<file path="src/rtl/rdc_pkg.sv">
// ----------------------------------------------------------------------------
// rdc_pkg: shared definitions for the radix-k digit converter
// Widths, limits and the structs that travel along the cell chain.
// ----------------------------------------------------------------------------
package rdc_pkg;

    // Sizing of the converter
    localparam int MAX_DIGITS   = 32;
    localparam int VALUE_BITS   = 31;
    localparam int RESULT_LIMIT = 32;

    // Effective digit count limit
    localparam int DIGIT_CAP    = (MAX_DIGITS < RESULT_LIMIT) ? MAX_DIGITS : RESULT_LIMIT;

    // Field widths
    localparam int RADIX_W      = 9;
    localparam int COUNT_W      = 6;
    localparam int DIGIT_W      = 8;
    localparam int POS_W        = 5;
    localparam int CFG_IDX_W    = 1;
    localparam int CFG_DATA_W   = 9;

    // Conversion cycle counter must reach VALUE_BITS + MAX_DIGITS
    localparam int CYC_W        = $clog2(VALUE_BITS + MAX_DIGITS + 1);

    // Register indexes
    localparam logic [CFG_IDX_W-1:0] REG_RADIX       = 1'd0;
    localparam logic [CFG_IDX_W-1:0] REG_DIGIT_COUNT = 1'd1;

    // Radix limits
    localparam logic [RADIX_W-1:0] RADIX_MIN = 9'd2;
    localparam logic [RADIX_W-1:0] RADIX_MAX = 9'd256;

    // Reset values of the registers
    localparam logic [RADIX_W-1:0] RADIX_RST = 9'd2;
    localparam logic [COUNT_W-1:0] COUNT_RST = 6'd8;

    // Carry wave between neighboring cells
    typedef struct packed {
        logic valid;
        logic carry;
    } link_t;

    // Per-cycle command to every cell
    typedef struct packed {
        logic clear;
        logic shift;
    } cell_ctrl_t;

endpackage

</file>
<file path="src/rtl/rdc_if.sv">
// ----------------------------------------------------------------------------
// rdc_if: channel interfaces of the radix-k digit converter
// Input channel carries one value; output channel carries one digit.
// ----------------------------------------------------------------------------
interface rdc_in_if;
    logic                           valid;
    logic                           ready;
    logic [rdc_pkg::VALUE_BITS-1:0] value;

    modport source (output valid, output value, input ready);
    modport sink   (input valid, input value, output ready);
endinterface

interface rdc_out_if;
    logic                        valid;
    logic                        ready;
    logic [rdc_pkg::DIGIT_W-1:0] digit;
    logic [rdc_pkg::POS_W-1:0]   position;
    logic                        last;
    logic                        overflow;

    modport source (output valid, output digit, output position, output last,
                    output overflow, input ready);
    modport sink   (input valid, input digit, input position, input last,
                    input overflow, output ready);
endinterface

</file>
<file path="src/rtl/rdc_cell.sv">
// ----------------------------------------------------------------------------
// rdc_cell: one base-r digit of the converter chain
// Doubles its digit and adds the incoming carry on each wave step, passes
// the carry to the next cell, and shifts digits toward cell 0 on output.
// ----------------------------------------------------------------------------
module rdc_cell
(
    input  logic                        clk,
    input  logic                        rst_n,
    input  rdc_pkg::cell_ctrl_t         ctrl,
    input  logic [rdc_pkg::RADIX_W-1:0] radix,
    input  rdc_pkg::link_t              link_in,
    input  logic [rdc_pkg::DIGIT_W-1:0] digit_in,
    output rdc_pkg::link_t              link_out,
    output logic [rdc_pkg::DIGIT_W-1:0] digit
);

    logic [rdc_pkg::DIGIT_W-1:0] digit_reg;
    logic [rdc_pkg::DIGIT_W-1:0] digit_next;
    rdc_pkg::link_t              link_reg;
    rdc_pkg::link_t              link_next;
    logic [rdc_pkg::RADIX_W-1:0] dbl;
    logic [rdc_pkg::RADIX_W-1:0] dbl_sub;
    logic                        wrap;

    // Double and add carry, reduce once by the radix
    always_comb
    begin
        dbl     = {digit_reg, link_in.carry};
        wrap    = (dbl >= radix);
        dbl_sub = dbl - radix;
    end

    // Select the next digit
    always_comb
    begin
        if (ctrl.clear)
        begin
            digit_next = '0;
        end
        else if (ctrl.shift)
        begin
            digit_next = digit_in;
        end
        else if (link_in.valid)
        begin
            digit_next = wrap ? dbl_sub[rdc_pkg::DIGIT_W-1:0] : dbl[rdc_pkg::DIGIT_W-1:0];
        end
        else
        begin
            digit_next = digit_reg;
        end
    end

    // Pass the wave to the neighbor
    always_comb
    begin
        link_next.valid = link_in.valid;
        link_next.carry = link_in.valid & wrap;
    end

    always_ff @(posedge clk)
    begin
        digit_reg <= digit_next;
    end

    always_ff @(posedge clk or negedge rst_n)
    begin
        if (!rst_n)
        begin
            link_reg <= '0;
        end
        else
        begin
            link_reg <= link_next;
        end
    end

    assign link_out = link_reg;
    assign digit    = digit_reg;

endmodule

</file>
<file path="src/rtl/radix_k_digit_converter.sv">
// ----------------------------------------------------------------------------
// radix_k_digit_converter: integer to base-k digits, least significant first
// Output: first digit offered once the carry wave has left the whole
//   cell chain after the input transaction; then one digit per cycle
//   while the output channel is ready.
// Input: a new value is accepted only after the last digit of the
//   previous one has been taken, as the bit-serial carry wave through the
//   cell chain and the digit shift-out occupy the converter.
// Reset: idle, radix 2, digit count 8, no pending transaction.
// ----------------------------------------------------------------------------
module radix_k_digit_converter
(
    input  logic                           clk,
    input  logic                           rst_n,
    rdc_in_if.sink                         value_ch,
    rdc_out_if.source                      digit_ch,
    input  logic                           cfg_we,
    input  logic [rdc_pkg::CFG_IDX_W-1:0]  cfg_index,
    input  logic [rdc_pkg::CFG_DATA_W-1:0] cfg_data
);

    localparam logic [1:0] ST_IDLE = 2'd0;
    localparam logic [1:0] ST_CONV = 2'd1;
    localparam logic [1:0] ST_EMIT = 2'd2;

    logic [1:0]                      state_reg;
    logic [1:0]                      state_next;
    logic [rdc_pkg::RADIX_W-1:0]     radix_reg;
    logic [rdc_pkg::COUNT_W-1:0]     count_reg;
    logic [rdc_pkg::VALUE_BITS-1:0]  val_reg;
    logic [rdc_pkg::VALUE_BITS-1:0]  val_next;
    logic [rdc_pkg::CYC_W-1:0]       cyc_reg;
    logic [rdc_pkg::CYC_W-1:0]       cyc_next;
    logic [rdc_pkg::POS_W-1:0]       pos_reg;
    logic [rdc_pkg::POS_W-1:0]       pos_next;
    logic                            ovf_reg;
    logic                            ovf_next;

    logic [rdc_pkg::RADIX_W-1:0]     eff_radix;
    logic [rdc_pkg::COUNT_W-1:0]     eff_cnt;
    logic                            in_acc;
    logic                            out_acc;
    logic                            feed;
    logic                            conv_done;
    logic                            ovf_hit;
    logic                            is_last;
    rdc_pkg::cell_ctrl_t             ctrl;

    rdc_pkg::link_t                  link  [rdc_pkg::MAX_DIGITS+1];
    logic [rdc_pkg::DIGIT_W-1:0]     digits[rdc_pkg::MAX_DIGITS+1];

    // Saturate the configured radix and digit count
    always_comb
    begin
        if (radix_reg < rdc_pkg::RADIX_MIN)
        begin
            eff_radix = rdc_pkg::RADIX_MIN;
        end
        else if (radix_reg > rdc_pkg::RADIX_MAX)
        begin
            eff_radix = rdc_pkg::RADIX_MAX;
        end
        else
        begin
            eff_radix = radix_reg;
        end

        if (count_reg == '0)
        begin
            eff_cnt = rdc_pkg::COUNT_W'(1);
        end
        else if (count_reg > rdc_pkg::COUNT_W'(rdc_pkg::DIGIT_CAP))
        begin
            eff_cnt = rdc_pkg::COUNT_W'(rdc_pkg::DIGIT_CAP);
        end
        else
        begin
            eff_cnt = count_reg;
        end
    end

    // Configuration writes
    always_ff @(posedge clk or negedge rst_n)
    begin
        if (!rst_n)
        begin
            radix_reg <= rdc_pkg::RADIX_RST;
            count_reg <= rdc_pkg::COUNT_RST;
        end
        else if (cfg_we)
        begin
            case (cfg_index)
                rdc_pkg::REG_RADIX:
                begin
                    radix_reg <= cfg_data[rdc_pkg::RADIX_W-1:0];
                end
                rdc_pkg::REG_DIGIT_COUNT:
                begin
                    count_reg <= cfg_data[rdc_pkg::COUNT_W-1:0];
                end
                default:
                begin
                    radix_reg <= radix_reg;
                end
            endcase
        end
    end

    // Handshakes and chain control; hold the conversion until the carry wave
    // has left the last cell of the chain
    assign value_ch.ready = (state_reg == ST_IDLE);
    assign in_acc         = value_ch.valid & value_ch.ready;
    assign out_acc        = digit_ch.valid & digit_ch.ready;
    assign feed           = (state_reg == ST_CONV) &&
                            (cyc_reg < rdc_pkg::CYC_W'(rdc_pkg::VALUE_BITS));
    assign conv_done      = (cyc_reg == rdc_pkg::CYC_W'(rdc_pkg::VALUE_BITS
                                                        + rdc_pkg::MAX_DIGITS - 1));
    assign is_last        = (pos_reg == rdc_pkg::POS_W'(eff_cnt - rdc_pkg::COUNT_W'(1)));
    assign ctrl.clear     = in_acc;
    assign ctrl.shift     = out_acc;

    // Feed value bits MSB first into cell 0
    assign link[0].valid  = feed;
    assign link[0].carry  = val_reg[rdc_pkg::VALUE_BITS-1];
    assign digits[rdc_pkg::MAX_DIGITS] = '0;

    // Watch the carry leaving the top used cell
    always_comb
    begin
        ovf_hit = 1'b0;
        for (int j = 1; j <= rdc_pkg::MAX_DIGITS; j++)
        begin
            if (rdc_pkg::COUNT_W'(j) == eff_cnt)
            begin
                ovf_hit = link[j].valid & link[j].carry;
            end
        end
    end

    // Cell chain
    for (genvar g = 0; g < rdc_pkg::MAX_DIGITS; g++)
    begin : g_cell
        rdc_cell u_cell
        (
            .clk      (clk),
            .rst_n    (rst_n),
            .ctrl     (ctrl),
            .radix    (eff_radix),
            .link_in  (link[g]),
            .digit_in (digits[g+1]),
            .link_out (link[g+1]),
            .digit    (digits[g])
        );
    end

    // Sequencer next state
    always_comb
    begin
        state_next = state_reg;
        val_next   = val_reg;
        cyc_next   = cyc_reg;
        pos_next   = pos_reg;
        ovf_next   = ovf_reg;
        case (state_reg)
            ST_IDLE:
            begin
                if (in_acc)
                begin
                    state_next = ST_CONV;
                    val_next   = value_ch.value;
                    cyc_next   = '0;
                    ovf_next   = 1'b0;
                end
            end
            ST_CONV:
            begin
                cyc_next = cyc_reg + rdc_pkg::CYC_W'(1);
                ovf_next = ovf_reg | ovf_hit;
                if (feed)
                begin
                    val_next = {val_reg[rdc_pkg::VALUE_BITS-2:0], 1'b0};
                end
                if (conv_done)
                begin
                    state_next = ST_EMIT;
                    pos_next   = '0;
                end
            end
            ST_EMIT:
            begin
                if (out_acc)
                begin
                    pos_next = pos_reg + rdc_pkg::POS_W'(1);
                    if (is_last)
                    begin
                        state_next = ST_IDLE;
                    end
                end
            end
            default:
            begin
                state_next = ST_IDLE;
            end
        endcase
    end

    // Control registers
    always_ff @(posedge clk or negedge rst_n)
    begin
        if (!rst_n)
        begin
            state_reg <= ST_IDLE;
            cyc_reg   <= '0;
            pos_reg   <= '0;
            ovf_reg   <= 1'b0;
        end
        else
        begin
            state_reg <= state_next;
            cyc_reg   <= cyc_next;
            pos_reg   <= pos_next;
            ovf_reg   <= ovf_next;
        end
    end

    // Value shift register
    always_ff @(posedge clk)
    begin
        val_reg <= val_next;
    end

    // Output transaction
    assign digit_ch.valid    = (state_reg == ST_EMIT);
    assign digit_ch.digit    = digits[0];
    assign digit_ch.position = pos_reg;
    assign digit_ch.last     = is_last;
    assign digit_ch.overflow = ovf_reg;

`ifndef ASSERT_OFF
    a_one_side: assert property (@(posedge clk) disable iff (!rst_n)
        value_ch.ready |-> !digit_ch.valid)
        else $error("input ready while a digit is offered");

    a_digit_range: assert property (@(posedge clk) disable iff (!rst_n)
        digit_ch.valid |-> ({1'b0, digit_ch.digit} < eff_radix))
        else $error("digit not below radix");

    a_back_idle: assert property (@(posedge clk) disable iff (!rst_n)
        (out_acc && digit_ch.last) |=> value_ch.ready)
        else $error("not idle after last digit");

    a_wave_gone: assert property (@(posedge clk) disable iff (!rst_n)
        (state_reg == ST_EMIT) |-> !link[rdc_pkg::MAX_DIGITS].valid)
        else $error("carry wave still in chain during output");

    a_start_conv: assert property (@(posedge clk) disable iff (!rst_n)
        in_acc |=> (state_reg == ST_CONV && link[0].valid))
        else $error("conversion did not start");
`endif

endmodule
</file>
<file path="src/flat_wrapper.sv">
// flat-port wrapper written by rule: the top's interface ports become plain ports
module radix_k_digit_converter_flat 
  (clk, rst_n, cfg_we, cfg_index, cfg_data, value_ch_valid, value_ch_value, value_ch_ready, digit_ch_valid, digit_ch_digit, digit_ch_position, digit_ch_last, digit_ch_overflow, digit_ch_ready);
  rdc_in_if value_ch_i ();
  rdc_out_if digit_ch_i ();
  input  logic clk;
  input  logic rst_n;
  input  logic cfg_we;
  input  logic [rdc_pkg::CFG_IDX_W-1:0] cfg_index;
  input  logic [rdc_pkg::CFG_DATA_W-1:0] cfg_data;
  input wire logic [$bits(value_ch_i.valid)-1:0] value_ch_valid;
  input wire logic [$bits(value_ch_i.value)-1:0] value_ch_value;
  output wire logic [$bits(value_ch_i.ready)-1:0] value_ch_ready;
  output wire logic [$bits(digit_ch_i.valid)-1:0] digit_ch_valid;
  output wire logic [$bits(digit_ch_i.digit)-1:0] digit_ch_digit;
  output wire logic [$bits(digit_ch_i.position)-1:0] digit_ch_position;
  output wire logic [$bits(digit_ch_i.last)-1:0] digit_ch_last;
  output wire logic [$bits(digit_ch_i.overflow)-1:0] digit_ch_overflow;
  input wire logic [$bits(digit_ch_i.ready)-1:0] digit_ch_ready;
  assign value_ch_i.valid = value_ch_valid;
  assign value_ch_i.value = value_ch_value;
  assign value_ch_ready = value_ch_i.ready;
  assign digit_ch_valid = digit_ch_i.valid;
  assign digit_ch_digit = digit_ch_i.digit;
  assign digit_ch_position = digit_ch_i.position;
  assign digit_ch_last = digit_ch_i.last;
  assign digit_ch_overflow = digit_ch_i.overflow;
  assign digit_ch_i.ready = digit_ch_ready;
  radix_k_digit_converter u_core (.clk(clk), .rst_n(rst_n), .value_ch(value_ch_i), .digit_ch(digit_ch_i), .cfg_we(cfg_we), .cfg_index(cfg_index), .cfg_data(cfg_data));
endmodule
</file>
<file path="config.mk">
export PLATFORM = sky130hd
export DESIGN_NAME = radix_k_digit_converter_flat
export DESIGN_NICKNAME = d
export VERILOG_FILES = /design/src/rtl/rdc_pkg.sv /design/src/rtl/rdc_if.sv /design/src/rtl/rdc_cell.sv /design/src/rtl/radix_k_digit_converter.sv /design/src/flat_wrapper.sv
export SDC_FILE = /design/constraint.sdc
export NUM_CORES = 1
export LEC_CHECK = 0
export ABC_AREA = 1
export BUFFER_PORTS_ARGS = -buffer_cell sky130_fd_sc_hd__buf_2
export CORE_ASPECT_RATIO = 0.7
export CORE_MARGIN = 3
export CORE_UTILIZATION = 35
export CTS_CLUSTER_DIAMETER = 40
export DETAILED_ROUTE_END_ITERATION = 6
export GPL_TIMING_DRIVEN = 1
export RECOVER_POWER = 50
export SYNTH_ARGS = -nofsm -noshare
export SYNTH_HDL_FRONTEND = slang
export SYNTH_HIERARCHICAL = 1
export SYNTH_SLANG_ARGS = --single-unit
</file>
<file path="constraint.sdc">
create_clock -name clk -period 9.1 [get_ports clk]
set_input_delay 0.91 -clock clk [delete_from_list [all_inputs] [get_ports clk]]
set_output_delay 0.91 -clock clk [all_outputs]
set_load 0.005 [all_outputs]
</file>
==> parameters.txt, run 1 <==
Parameter                              Value

Power and ir drop
  Power per standard cell area ... 452 nW/um^2
  P_leak ... 19.5 nW
  Switching fraction of total power ... 51.4%
  Fraction of power consumed by the clock network ... 16.2%
  Peak supply drop ... 155 uV
  Combinational group share of total power ... 62.8%
  Internal ... 0.00871 W
  NetSw ... 0.00922 W
  Seq pwr share ... 21.0%

Layout
  Non-filler cells in the finished layout ... 6824
  Filler cells ... 10625
  Number of nets in the layout ... 5801
  Layout cell share with drive strength beyond 1 ... 11.7%
  Flip-flop count of the largest register after layout ... 256
  P&R area growth vs syn ... 10.8%
  Post-layout util ... 39.4%

GRT
  Overflow after GRT ... 0
  Number of antenna violations at the first check in global routing ... 0
  Via count of the first global-routing pass ... 31445
  Largest net degree at the start of global routing ... 160
  Global-route wire length before repair ... 171000 um
  Global-route usage over all layers ... 19.7%

Yosys
  Number of flops mapped to enable cells by yosys ... 31
  Synth Cell Area ... 35800 sq um
  Area fraction of the dominant cell type after synthesis ... 15.7%
  Mean Syn Cell Area ... 6.65 sq um
  Number of different library cells in the post-synthesis netlist ... 45
  Syn. warnings ... 6
  #FFs+latches synth ... 380
  Synthesized instance count ... 5383
  Post-synthesis sequential area ratio ... 23.4%
  Fraction of registers with async set or reset after synthesis ... 24.5%
  Top cells by area, synth ... sky130_fd_sc_hd__nand2_1, sky130_fd_sc_hd__dfxtp_1, sky130_fd_sc_hd__ha_1
  Largest area contributor in the synthesized netlist ... sky130_fd_sc_hd__nand2_1
  Most common flop cell mapped by yosys ... sky130_fd_sc_hd__dfxtp_1

Timing
  Final hold viol count ... 0
  Slew at the pin with the worst max-slew slack ... 3.37 ns
  Timing-limited maximum frequency ... 0.147 GHz
  Max Transition Viols Final ... 229
  Final cycle utilization of the critical path ... 74.8%
  Setup-failing EPs final ... 0
  RSZ-0062 raised after global routing ... no
  Clock tree skew after final layout ... 0.0154 ns
  Post-layout min period ... 6.80 ns
  Worst slew margin ... -125%
  Setup total negative slack ... 0 ns
  Worst-case setup margin in the final layout ... 2.30 ns

Detailed routing
  Drt first-iter violations ... 2980
  Total iterations of the first detailed-routing run ... 6
  Residual antenna-violating net count after detailed routing ... 0
  Total routed wirelength ... 106000 um
  Via-per-instance ratio ... 5.06
  Drc violations ... 0
  Vias post-DR ... 34530
  Per-cell routed wire length ... 15.5 um

Critical path
  Arrival time at the worst endpoint ... 7.30 ns
  Crit path max-delay cell type ... sky130_fd_sc_hd__nor2_1
  Crit path capture type ... flip-flop
  Category of the critical setup timing path ... reg -> reg
  Critical Path Source Type ... flip-flop
  Reg-to-Reg Start ... u_core/radix_reg[2]
  Kind of cell with the highest combined delay on the critical path ... simple AND/OR/NAND/NOR gates
  Required time worst endpoint ... 9.59 ns
  Worst r2r dst ... u_core/g_cell[2].u_cell/digit[0]
  Cell mode on critical path ... sky130_fd_sc_hd__inv_1
  Cells on worst reg2reg path ... 16
  Cell-by-cell trace of the critical path ... inv_1 > nand4_1 > nor4_1 > nand2_1 > nand2_1 > inv_1 > nor2_1 > clkbuf_1 > inv_1 > ha_1 > nand2_1 > inv_1 > a21oi_2 > nand4_1 > o211ai_1 > a21oi_1
  R2R setup slack ... 2.30 ns
  Maximum fanout along the worst path ... 17
  Worst setup path startpoint ... u_core/radix_reg[2]
  Worst path buffer plus inverter count ... 5
  Slowest stage delay, CP ... 1.46 ns

Min path
  Worst min-delay path class ... reg -> reg
  Startpoint of the worst hold path ... u_core/g_cell[13].u_cell/link_out[1]
  End of the worst hold path ... u_core/g_cell[14].u_cell/link_out[1]
  Hold Crit Depth ... 0

Clock tree
  Insertion delay to the later sink of the worst-skew pair ... 0.65 ns
  TritonCTS clock tree ... built
  Clock transition at the registers of the reported paths ... 0.05 ns
  Root Buffer ... sky130_fd_sc_hd__clkbuf_16
  Number of buffers inserted for hold repair after clock tree synthesis ... 0
  Clock Path Buffers ... 3
  Post-cts resize count ... 0
  Clock sinks ... 380
  H-Tree Depth ... 3
  Setup repair bufs after CTS ... 0
  Clock buffer count from CTS ... 72

Floorplanning
  Width of the chip ... 388 um
  Core Rows ... 97
  Core footprint ... 101000 sq um
  Starting Density ... 35.5%
  Number of primary I/O pins ... 63
  Area of the die ... 106000 sq um
  Height of the die ... 273 um

Place
  Number of buffer cells added on primary ports ... 62
  Instance count after placement with tap cells included ... 6689
  Minimum setup slack after placement ... 4.53 ns
  Global placer's final weighted congestion ... 0.905
  HPWL after detailed placement ... 77400 um

Run
  Max Cap Viol ... 7

Run status
  Outcome ... complete, but fails checks
  Violated checks ... capacitance limit, slew limit
[stage by stage]
| stage | area (sq um) | hold WS (ns) | power (W) |
|---|---|---|---|
| final | 39600 | 0.447 | 0.0179 |
| after global routing | 39600 | 0.473 | 0.0198 |
| after CTS | 39900 | 0.251 | 0.0180 |
| after detailed placement | 37300 | 0.436 | 0.0150 |
| after global placement | 37300 | 0.428 | 0.0148 |
| after floorplan | 35800 | 0.414 | 0.0127 |
[synthesized netlist by cell type (33+ instances only)]
library cell               count
sky130_fd_sc_hd__clkbuf_1     46
sky130_fd_sc_hd__dfxtp_1     256
sky130_fd_sc_hd__dfrtp_1      91
sky130_fd_sc_hd__xor2_1       94
sky130_fd_sc_hd__nand3_2      84
sky130_fd_sc_hd__nand2_2      59
sky130_fd_sc_hd__ha_1        296
sky130_fd_sc_hd__nand3b_1     45
sky130_fd_sc_hd__inv_1       854
sky130_fd_sc_hd__nand2_1    1494
sky130_fd_sc_hd__buf_1        35
sky130_fd_sc_hd__nor2_2       74
sky130_fd_sc_hd__a21oi_1     267
sky130_fd_sc_hd__a21oi_2     124
sky130_fd_sc_hd__inv_2        33
sky130_fd_sc_hd__nor2_1      470
sky130_fd_sc_hd__nand4_1     102
sky130_fd_sc_hd__or2_2        51
sky130_fd_sc_hd__a22oi_1     210
sky130_fd_sc_hd__o211ai_1    138
sky130_fd_sc_hd__nand3_1     364
[kinds of logic after synthesis]
family          count (synthesis)  synth area share, %
xor+xnor                      105                 2.57
buf+inv                      1003                 11.2
other cells                     1               0.0105
flops                         380                 23.4
simple gates                 2795                 36.1
compound gates                771                 14.6
fa+ha+maj                     328                 12.1
[how the worst max path moves through the flow]
stage | to | slack, ns | cells past startpoint
after floorplan | u_core/g_cell[21].u_cell/digit[4] | 4.83 | 19
after global placement | u_core/g_cell[21].u_cell/digit[3] | 4.55 | 19
after detailed placement | u_core/g_cell[21].u_cell/digit[3] | 4.53 | 19
after CTS | u_core/g_cell[21].u_cell/digit[3] | 4.48 | 19
after global routing | u_core/g_cell[2].u_cell/digit[0] | 2.06 | 16
final | u_core/g_cell[2].u_cell/digit[0] | 2.30 | 16
[cell usage in the layout, fill, tap and decap left out, types with 17 or more instances in the layout]
cell,n
sky130_fd_sc_hd__nand2_2,56
sky130_fd_sc_hd__a21oi_2,123
sky130_fd_sc_hd__o211ai_1,138
sky130_fd_sc_hd__nand3b_1,45
sky130_fd_sc_hd__nand4_1,119
sky130_fd_sc_hd__nand2_1,1497
sky130_fd_sc_hd__a21oi_1,268
sky130_fd_sc_hd__clkbuf_1,24
sky130_fd_sc_hd__inv_1,853
sky130_fd_sc_hd__clkbuf_16,73
sky130_fd_sc_hd__xor2_1,94
sky130_fd_sc_hd__inv_2,32
sky130_fd_sc_hd__nor2_2,74
sky130_fd_sc_hd__dfrtp_1,90
sky130_fd_sc_hd__nor2_1,465
sky130_fd_sc_hd__fa_1,32
sky130_fd_sc_hd__buf_2,46
sky130_fd_sc_hd__a22oi_1,210
sky130_fd_sc_hd__ha_1,296
sky130_fd_sc_hd__dfxtp_1,256
sky130_fd_sc_hd__nand3_2,84
sky130_fd_sc_hd__inv_6,17
sky130_fd_sc_hd__nand3_1,364
sky130_fd_sc_hd__or2_2,51
sky130_fd_sc_hd__edfxtp_1,31
sky130_fd_sc_hd__o21ai_0,24
[power groups by stage]
stage,Sequential (W),Clock [W],Combinational (W)
3_3_place_gp,0.00378,0,0.0111
5_1_grt,0.00390,0.00304,0.0129
2_1_floorplan,0.00326,0,0.00946
6_report,0.00377,0.00290,0.0113
3_5_place_dp,0.00378,0,0.0112
4_1_cts,0.00376,0.00296,0.0113
[final cells by class]
class	instances	area [sq um]	share of cell area [%]
antenna	1	2.50	0.00631
clock buffer	81	1920	4.84
clock inverter	53	684	1.73
inverter	887	3340	8.42
multi-input combinational	4007	23200	58.6
sequential	380	8390	21.2
tap	1336	1670	4.22
timing repair buffer	79	420	1.06
[routing by layer]
| metal | wire length [um] | vias to the layer above | share of wire (%) | track usage, % |
|---|---|---|---|---|
| li1 | - | 17736 | - | - |
| met4 | 1880 | 0 | 1.8 | 4.30 |
| met3 | 7490 | 119 | 7.1 | 3.67 |
| met1 | 56000 | 15763 | 53 | 30.6 |
| met2 | 40600 | 912 | 38 | 27.7 |
| met5 | 0 | - | 0 | 0 |
Note: power is estimated with default switching activity, not from simulation.
==> inputs of run 2 (changes only) <==
ABC_AREA = 0   (was 1)
clock period = 6.05 ns   (was 9.1 ns; I/O delays follow)
==> run 2 against run 1 <==
Against the previous run: the flow still finishes with violations (capacitance limit, slew limit); core utilization rose by 0.090 points; critical path depth fell by 7; total power grew 55%.
==> parameters.txt, run 2 <==
Parameter                              Value

GRT
  Largest net degree at the start of global routing ... 127
  Global-route usage over all layers ... 20.3%
  Via count of the first global-routing pass ... 32010
  Number of antenna violations at the first check in global routing ... 4
  Overflow after GRT ... 0
  Global-route wire length before repair ... 184000 um

Power and ir drop
  Internal ... 0.0144 W
  Peak supply drop ... 260 uV
  NetSw ... 0.0133 W
  Fraction of power consumed by the clock network ... 16.4%
  Power per standard cell area ... 672 nW/um^2
  Seq pwr share ... 20.7%
  Combinational group share of total power ... 62.9%
  P_leak ... 16.4 nW
  Switching fraction of total power ... 48.2%

Min path
  Hold Crit Depth ... 2
  Startpoint of the worst hold path ... cfg_data[6]
  End of the worst hold path ... u_core/radix_reg[6]
  Worst min-delay path class ... in -> reg

Critical path
  Maximum fanout along the worst path ... 41
  Worst r2r dst ... u_core/g_cell[8].u_cell/digit[5]
  Crit path max-delay cell type ... sky130_fd_sc_hd__dfrtp_1
  Kind of cell with the highest combined delay on the critical path ... simple AND/OR/NAND/NOR gates
  Category of the critical setup timing path ... reg -> reg
  Cells on worst reg2reg path ... 9
  Crit. path cell count ... 9
  R2R setup slack ... 1.02 ns
  Critical Path Source Type ... flip-flop
  Crit path capture type ... flip-flop
  Arrival time at the worst endpoint ... 5.56 ns
  Slowest stage delay, CP ... 1.35 ns
  Required time worst endpoint ... 6.59 ns
  Reg-to-Reg Start ... u_core/radix_reg[8]
  Cell-by-cell trace of the critical path ... nor2b_4 > clkbuf_1 > inv_1 > ha_1 > nand2_1 > o21ai_1 > a41oi_4 > and2_4 > a311o_1
  Worst path buffer plus inverter count ... 2

Timing
  Post-layout min period ... 5.03 ns
  Slew at the pin with the worst max-slew slack ... 3.56 ns
  Final hold viol count ... 0
  Timing-limited maximum frequency ... 0.199 GHz
  RSZ-0062 raised after global routing ... no
  Setup-failing EPs final ... 0
  Clock tree skew after final layout ... 0.0401 ns
  Final cycle utilization of the critical path ... 83.1%
  Worst slew margin ... -137%
  Max Transition Viols Final ... 209
  Setup total negative slack ... 0 ns

Layout
  Highest-count cells in the layout ignoring fill and taps ... sky130_fd_sc_hd__a21oi_1, sky130_fd_sc_hd__inv_1, sky130_fd_sc_hd__ha_1
  Most common library cell in the layout ignoring fill and taps ... sky130_fd_sc_hd__a21oi_1
  Non-filler cells in the finished layout ... 6030
  Post-layout util ... 39.4%
  Antenna cell count ... 0
  Number of nets in the layout ... 4927
  Layout cell share with drive strength beyond 1 ... 11.4%
  Flip-flop count of the largest register after layout ... 256
  P&R area growth vs syn ... 11.4%
  Final design area excluding fillers ... 41200 sq um

Run status
  Violated checks ... capacitance limit, slew limit
  Outcome ... complete, but fails checks

Yosys
  Number of flops mapped to enable cells by yosys ... 31
  Leading post-synthesis cells by instance count ... sky130_fd_sc_hd__a21oi_1, sky130_fd_sc_hd__inv_1, sky130_fd_sc_hd__ha_1
  Largest area contributor in the synthesized netlist ... sky130_fd_sc_hd__dfxtp_1
  Top cells by area, synth ... sky130_fd_sc_hd__dfxtp_1, sky130_fd_sc_hd__ha_1, sky130_fd_sc_hd__a21oi_1
  Fraction of registers with async set or reset after synthesis ... 24.5%
  Synthesized instance count ... 4552
  Number of different library cells in the post-synthesis netlist ... 93
  #FFs+latches synth ... 380
  Mean Syn Cell Area ... 8.14 sq um
  Area fraction of the dominant cell type after synthesis ... 13.8%
  Synth Cell Area ... 37000 sq um
  Most numerous cell in the Yosys netlist ... sky130_fd_sc_hd__a21oi_1
  Syn. warnings ... 6
  Most common flop cell mapped by yosys ... sky130_fd_sc_hd__dfxtp_1
  Post-synthesis sequential area ratio ... 22.6%

Run
  Max Cap Viol ... 5

Clock tree
  Insertion delay to the later sink of the worst-skew pair ... 0.66 ns
  Clock transition at the registers of the reported paths ... 0.06 ns
  TritonCTS clock tree ... built
  Clock Path Buffers ... 3
  Clock buffer count from CTS ... 76
  Number of buffers inserted for hold repair after clock tree synthesis ... 0
  Root Buffer ... sky130_fd_sc_hd__clkbuf_16
  Post-cts resize count ... 0
  Clock sinks ... 380
  H-Tree Depth ... 3
  Setup repair bufs after CTS ... 0

Floorplanning
  Starting Density ... 35.4%
  Height of the die ... 278 um
  Number of primary I/O pins ... 63
  Core footprint ... 105000 sq um
  Area of the die ... 110000 sq um
  Core Rows ... 99
  Width of the chip ... 395 um

Place
  Number of buffer cells added on primary ports ... 62
  Instance count after placement with tap cells included ... 5889
  Global placer's final weighted congestion ... 0.931
  HPWL after detailed placement ... 83200 um
  Placed cell areas ... 38700 sq um

Detailed routing
  Residual antenna-violating net count after detailed routing ... 0
  Per-cell routed wire length ... 19.1 um
  Vias post-DR ... 35180
  Total routed wirelength ... 115000 um
  Via-per-instance ratio ... 5.83
  Drc violations ... 0
  Total iterations of the first detailed-routing run ... 6
  Drt first-iter violations ... 3312
[run 2: cell count changes in the layout (fill, tap and decap cells not counted), sizes merged, moves of 164 or more]
cell,previous run,this run
nand2,1554,247
nand3,448,103
nor2b,0,177
inv,912,460
nor3b,0,214
nor2,545,303
a22oi,210,1
nand2b,0,164
[run 2: stage by stage]
stage	power [W]	worst slack (ns)	hold slack (ns)
after global routing	0.0300	0.860	0.187
after global placement	0.0227	2.27	0.486
after CTS	0.0276	1.86	0.0456
after detailed placement	0.0228	2.23	0.489
after floorplan	0.0192	1.17	0.309
final	0.0277	1.02	0.211
[run 2: power by group through the flow]
stage | Clock (W) | Combinational, W | Sequential (W)
6_report | 0.00454 | 0.0174 | 0.00574
5_1_grt | 0.00475 | 0.0193 | 0.00593
4_1_cts | 0.00464 | 0.0172 | 0.00571
3_5_place_dp | 0 | 0.0171 | 0.00575
3_3_place_gp | 0 | 0.0170 | 0.00576
2_1_floorplan | 0 | 0.0144 | 0.00478
[run 2: layer usage]
layer | global-route usage, % | up-vias | wire length [um]
li1 | - | 17167 | -
met1 | 32.4 | 16752 | 60200
met2 | 27.3 | 1127 | 44100
met3 | 4.49 | 134 | 9280
met4 | 3.99 | 0 | 1900
met5 | 0 | - | 0
[run 2: cells by family (layout without fill, tap and decap cells)]
| logic type | after synthesis | in the layout | synth area share, % |
|---|---|---|---|
| AOI/OAI and AO/OA | 1495 | 1495 | 30.9 |
| xor gates and xnor gates | 16 | 16 | 0.378 |
| adders and majority gates | 328 | 328 | 11.7 |
| buffers and inverters | 633 | 690 | 7.05 |
| DFF | 380 | 380 | 22.6 |
| muxes | 42 | 42 | 1.19 |
| other | 1 | 8 | 0.0101 |
| and+or+nand+nor | 1657 | 1657 | 26.1 |
[run 2: worst register-to-register path, stage by stage (launching register included)]
cell,delay [ns]
sky130_fd_sc_hd__dfrtp_1,1.35
sky130_fd_sc_hd__nor2b_4,1.36
sky130_fd_sc_hd__clkbuf_1,0.56
sky130_fd_sc_hd__inv_1,0.11
sky130_fd_sc_hd__ha_1,0.39
sky130_fd_sc_hd__nand2_1,0.10
sky130_fd_sc_hd__o21ai_1,0.23
sky130_fd_sc_hd__a41oi_4,0.23
sky130_fd_sc_hd__and2_4,0.26
sky130_fd_sc_hd__a311o_1,0.32
[run 2: cell type report]
class	count	area [sq um]
fill	10585	63300
multi-input combinational	3546	26000
sequential	380	8390
clock buffer	93	2090
tap	1414	1770
inverter	449	1690
timing repair buffer	100	633
clock inverter	48	622
[run 2: how the worst max path moves through the flow]
| stage | startpoint | end | slack (ns) |
|---|---|---|---|
| after CTS | u_core/count_reg[3] | digit_ch_last | 1.86 |
| after global placement | u_core/radix_reg[8] | u_core/g_cell[0].u_cell/digit[6] | 2.27 |
| after detailed placement | u_core/radix_reg[8] | u_core/g_cell[0].u_cell/digit[5] | 2.23 |
| final | u_core/radix_reg[8] | u_core/g_cell[8].u_cell/digit[5] | 1.02 |
| after floorplan | u_core/radix_reg[4] | u_core/g_cell[21].u_cell/digit[0] | 1.17 |
| after global routing | u_core/state_reg[1] | u_core/val_reg[21] | 0.86 |
